==> src/sv/cholesky_2x2_hermitian_point_defines.svh <==
// ----------------------------------------------------------------------------
// cholesky 2x2 hermitian point - assertion macros
// shared property forms for the factor pipeline checks
// ----------------------------------------------------------------------------
`ifndef CHOLESKY_2X2_HERMITIAN_POINT_DEFINES_SVH
`define CHOLESKY_2X2_HERMITIAN_POINT_DEFINES_SVH

// same-cycle implication, disabled in reset
`define CHF_ASSERT_IMP(label, clk, rst, ante, cons, msg) \
  label: assert property (@(posedge clk) disable iff (rst) (ante) |-> (cons)) \
    else $error(msg);

// next-cycle implication, disabled in reset
`define CHF_ASSERT_NXT(label, clk, rst, ante, cons, msg) \
  label: assert property (@(posedge clk) disable iff (rst) (ante) |=> (cons)) \
    else $error(msg);

`endif

==> src/sv/chf_pkg.sv <==
// ----------------------------------------------------------------------------
// chf_pkg
// shared types for the cholesky point pipeline
// ----------------------------------------------------------------------------
`timescale 1ns / 1ps

package chf_pkg;

  // pipeline control handed to each arithmetic unit
  typedef struct packed {
    logic valid;    // item present at the unit input
    logic advance;  // whole pipeline moves this cycle
  } pipe_ctl_t;

  // bits consumed per restoring square root step
  localparam int unsigned SQRT_STEP_BITS = 2;

endpackage

==> src/sv/chf_sqrt_pipe.sv <==
// ----------------------------------------------------------------------------
// chf_sqrt_pipe
// pipelined floor square root of value * 2^frac, one root bit per stage
// ----------------------------------------------------------------------------
`timescale 1ns / 1ps

module chf_sqrt_pipe #(
  parameter int IN_BITS   = 31,
  parameter int FRAC_BITS = 16,
  parameter int SIDE_BITS = 1
) (
  input  logic                  clk,
  input  logic                  rst,
  input  chf_pkg::pipe_ctl_t    ctl,
  input  logic [IN_BITS-1:0]    value,
  input  logic [SIDE_BITS-1:0]  side_in,
  output logic                  valid_out,
  output logic [IN_BITS-1:0]    root,
  output logic [SIDE_BITS-1:0]  side_out
);

  localparam int RAD_IN    = IN_BITS + FRAC_BITS;
  localparam int ROOT_BITS = (RAD_IN + 1) / 2;
  localparam int RAD_BITS  = 2 * ROOT_BITS;
  localparam int REM_BITS  = ROOT_BITS + 2;
  localparam int CMP_BITS  = (ROOT_BITS > IN_BITS) ? ROOT_BITS : IN_BITS;
  localparam int STEP      = chf_pkg::SQRT_STEP_BITS;

  logic [RAD_BITS-1:0]  rad_s  [0:ROOT_BITS];
  logic [REM_BITS-1:0]  rem_s  [0:ROOT_BITS];
  logic [ROOT_BITS-1:0] root_s [0:ROOT_BITS];
  logic [SIDE_BITS-1:0] side_s [0:ROOT_BITS];
  logic                 vld_s  [0:ROOT_BITS];

  assign rad_s[0]  = RAD_BITS'({value, {FRAC_BITS{1'b0}}});
  assign rem_s[0]  = '0;
  assign root_s[0] = '0;
  assign side_s[0] = side_in;
  assign vld_s[0]  = ctl.valid;

  for (genvar i = 0; i < ROOT_BITS; i++) begin : g_step
    logic [REM_BITS-1:0] rem_sh;
    logic [REM_BITS-1:0] trial;
    logic                ge;

    assign rem_sh = {rem_s[i][ROOT_BITS-1:0], rad_s[i][RAD_BITS-1 -: STEP]};
    assign trial  = {root_s[i], 2'b01};
    assign ge     = (rem_sh >= trial);

    always_ff @(posedge clk) begin
      if (rst) begin
        vld_s[i+1] <= 1'b0;
      end else if (ctl.advance) begin
        vld_s[i+1] <= vld_s[i];
      end
    end

    always_ff @(posedge clk) begin
      if (ctl.advance) begin
        rad_s[i+1]  <= rad_s[i] << STEP;
        rem_s[i+1]  <= ge ? (rem_sh - trial) : rem_sh;
        root_s[i+1] <= {root_s[i][ROOT_BITS-2:0], ge};
        side_s[i+1] <= side_s[i];
      end
    end
  end

  // clip to the output word
  logic [CMP_BITS-1:0] root_ext;
  logic [CMP_BITS-1:0] root_max;
  logic [CMP_BITS-1:0] root_sel;

  assign root_ext = CMP_BITS'(root_s[ROOT_BITS]);
  assign root_max = CMP_BITS'({IN_BITS{1'b1}});
  assign root_sel = (root_ext > root_max) ? root_max : root_ext;

  always_ff @(posedge clk) begin
    if (rst) begin
      valid_out <= 1'b0;
    end else if (ctl.advance) begin
      valid_out <= vld_s[ROOT_BITS];
    end
  end

  always_ff @(posedge clk) begin
    if (ctl.advance) begin
      root     <= root_sel[IN_BITS-1:0];
      side_out <= side_s[ROOT_BITS];
    end
  end

endmodule

==> config.mk <==
export PLATFORM = sky130hd
export DESIGN_NAME = chf_sqrt_pipe
export DESIGN_NICKNAME = d
export VERILOG_FILES = /design/src/sv/cholesky_2x2_hermitian_point_defines.svh /design/src/sv/chf_pkg.sv /design/src/sv/chf_sqrt_pipe.sv
export SDC_FILE = /design/constraint.sdc
export NUM_CORES = 2
export LEC_CHECK = 0
export ABC_AREA = 0
export BUFFER_PORTS_ARGS = -buffer_cell sky130_fd_sc_hd__buf_2
export CAP_MARGIN = 20
export CORE_UTILIZATION = 40
export CTS_CLUSTER_DIAMETER = 60
export DETAILED_ROUTE_END_ITERATION = 8
export PLACE_DENSITY = 0.65
export RECOVER_POWER = 100
export SLEW_MARGIN = 25
export SYNTH_ARGS = -nofsm -noshare
export SYNTH_HDL_FRONTEND = slang
export SYNTH_SLANG_ARGS = --single-unit
==> constraint.sdc <==
create_clock -name clk -period 10.9 [get_ports clk]
set_clock_uncertainty 0.15 [all_clocks]
set_input_delay 2.18 -clock clk [delete_from_list [all_inputs] [get_ports clk]]
set_output_delay 2.18 -clock clk [all_outputs]
set_load 0.02 [all_outputs]
==> impl_metrics.ini <==
[run_status]
status = finished with violations
failed_checks = max-capacitance violations, max-slew violations

[pwr]
p_total_mw = 12.1
leakage_nw = 23.6
vdd_drop_max_mv = 0.146
p_per_area_nw_per_um2 = 199

[timing]
slew_headroom_pct = -182
hold_violations = 0
max_slew.worst_pin.slew_ns = 4.22
rsz0062_at_grt = no
fmax_ghz = 0.152
finalSetupViolCount = 0
setup_tns_ns = 0
holdWs_ns = 0.235
period_share_pct = 60.2
slew_violations = 150
timing.final.crit_period_ns = 6.56

[worst_setup_path]
r2r-end = g_step[23].rem_sh[17]
critPathRequiredTime_ns = 11.14
cp-start-kind = input pin
end_kind = register
reg2reg_from = g_step[22].trial[2]
arrival_ns = 6.81
critPathMaxFanout = 181
reg2reg_depth = 13
critPathKind = input pin to register
r2r_slack_ns = 6.03

[logic_synthesis]
synthCells = 4380
synth_area_leaders = edfxtp_1, ha_1, xor2_1, xnor2_1, inv_1
synth_seq_cells = 1122
synth_commonest_cells = edfxtp_1, inv_1, ha_1
yosys_warnings = 0
synth_top_area_cell = edfxtp_1
seq_area_frac_synth_pct = 61.4
synthArstFlopShare_pct = 0
synth_cell_types = 77
syn_area_per_cell_sq_um = 12.4
synth_area_sq_um = 54500
synthFlopType = edfxtp_1
synth_edf_count = 1097
yosysTopAreaCellShare_pct = 60.5
yosys.cell_count.top_type = edfxtp_1

[routing]
via_per_inst = 5.05
ant_nets = 0
wirelength_microns = 94000
drtIter0Drc = 1835
wl_per_cell_microns = 14.7
drt_pass1_iterations = 5
drc_errors = 0
vias = 32290

[global_route]
grt_max_degree = 182
grtUsageTotal_pct = 13.6
grt_pass1_vias = 31712
grt_pass1_wl_microns = 155000
grt.overflow.total = 0
grt_antenna_before_repair = 0

[floorplanning]
rows = 135
core_area_sq_um = 135000
die_x_microns = 371
io-pin-count = 69
dieArea_sq_um = 138000
fp.dieH_microns = 371
initial_core_util_pct = 40.3

[hold_path]
hp-start = rad_s[754]
whs_endpoint = rad_s[708]
hold_class = register to register
whs_path_depth = 0

[finish]
regArea_sq_um = 33400
drive_gt1_share_pct = 6.72
antenna_cells = 0
syn_to_final_growth_pct = 11.6
num-fill-cells = 12029
final_nets = 4859
multi_input_area_sq_um = 19200

[cts]
clk_latency_ns = 0.76
clk_path_buf_depth = 3
h-tree-depth = 3
clock-sinks = 1122
cts_buffers = 118
cts_tree = yes
cts_root_buffer = clkbuf_16
hold_buffers = 0
cts_resized = 0
cts_setup_buffers = 0
cts.clk_slew.worst_paths_ns = 0.06

[place]
port_buffers = 61
gp_congestion = 0.863
dp_hpwl_microns = 66000

[flow_run]
maxCapViolations = 3
-- state kept, by name, summed over array words and instances, names as in the netlist --
register / flops
side_s: 24
g_step.trial: 276
rad_s: 210
g_step.rem_sh: 538
valid_out: 1
root_ext: 24
side_out: 1
vld_s: 24
root: 24
-- metrics by stage --
stage	std cells	cell area [sq um]	util (%)	worst slack [ns]
finish	6392	60800	44.9	4.34
global route	6392	60800	44.9	3.81
CTS	6392	60900	45.0	6.64
detailed placement	6169	56900	42.1	5.94
global placement	6169	56900	42.1	5.83
floorplan	4387	54500	-	7.17
-- how the worst max path moves through the flow --
| stage | from | endpoint | slack (ns) |
|---|---|---|---|
| after floorplan | g_step[22].trial[2] | g_step[23].rem_sh[22] | 7.17 |
| after global placement | ctl[0] | g_step[5].rem_sh[23] | 5.83 |
| after detailed placement | ctl[0] | g_step[2].rem_sh[23] | 5.94 |
| after CTS | g_step[21].trial[2] | g_step[22].rem_sh[23] | 6.64 |
| after global routing | ctl[0] | g_step[2].rem_sh[23] | 3.81 |
| final | ctl[0] | g_step[2].rem_sh[23] | 4.34 |
-- critical path, cell delays in order --
cell	delay [ns]
clkbuf_1	2.91
buf_12	0.69
buf_4	0.83
-- cell usage in the layout (no fill, tap or decap), drive strengths merged, types with 9 or more instances in the layout --
master / Yosys / layout
bufinv: 0 / 11
or4: 21 / 21
or3: 48 / 48
a211oi: 20 / 20
nand2: 273 / 273
and2: 12 / 12
clkbuf: 64 / 173
nand2b: 60 / 60
o21bai: 21 / 21
nor4: 63 / 63
inv: 406 / 417
and3: 27 / 27
nand3: 75 / 75
a2111oi: 9 / 9
xor2: 197 / 197
o21ai: 225 / 225
ha: 308 / 308
a21boi: 11 / 11
mux2: 54 / 54
nand4: 32 / 32
or2: 22 / 22
clkinv: 2 / 59
dfxtp: 25 / 25
nor3: 107 / 107
a21oi: 269 / 269
a21o: 105 / 105
nor2: 280 / 280
edfxtp: 1097 / 1097
buf: 15 / 44
mux2i: 38 / 38
o2111ai: 10 / 10
a31oi: 21 / 21
nor2b: 51 / 51
o21a: 65 / 65
xnor2: 184 / 184
o211ai: 12 / 12
o31ai: 33 / 33
-- metal layers --
metal | vias up | GRT usage (%) | part of all wire (%)
met5 | - | 0 | 0
met4 | 0 | 5.41 | 3.4
met3 | 215 | 2.26 | 3.6
met2 | 524 | 23.8 | 49
met1 | 15237 | 16.7 | 44
li1 | 16314 | - | -
-- layout make-up --
| cell class | count | area share, % |
|---|---|---|
| tap | 1781 | 3.67 |
| clock buffer | 137 | 5.05 |
| timing repair buffer | 80 | 0.714 |
| sequential | 1122 | 55.0 |
| inverter | 408 | 2.52 |
| clock inverter | 86 | 1.44 |
| multi-input combinational | 2778 | 31.6 |
-- report_power, final --
part	total, mW	internal, mW	switching, mW	leakage (nW)
registers	5.79	5.47	0.321	10.6
clock network	4.00	2.30	1.70	1.92
logic	2.32	1.04	1.28	11.0
total	12.1	8.81	3.30	23.6
-- kinds of logic (layout without fill, tap and decap cells) --
logic type               after synthesis  count (layout)  synth area share [%]
AND/OR/NAND/NOR                     1114            1114                  10.1
adder cells (fa/ha/maj)              315             315                  7.33
AO/OA/AOI/OAI                        868             868                  9.84
XOR/XNOR                             381             381                  6.13
buffers and inverters                487             711                  3.41
other                                  1               8               0.00688
flip-flops                          1122            1122                  61.4
multiplexers                          92              92                  1.81
(Power assumes the default switching activity.)
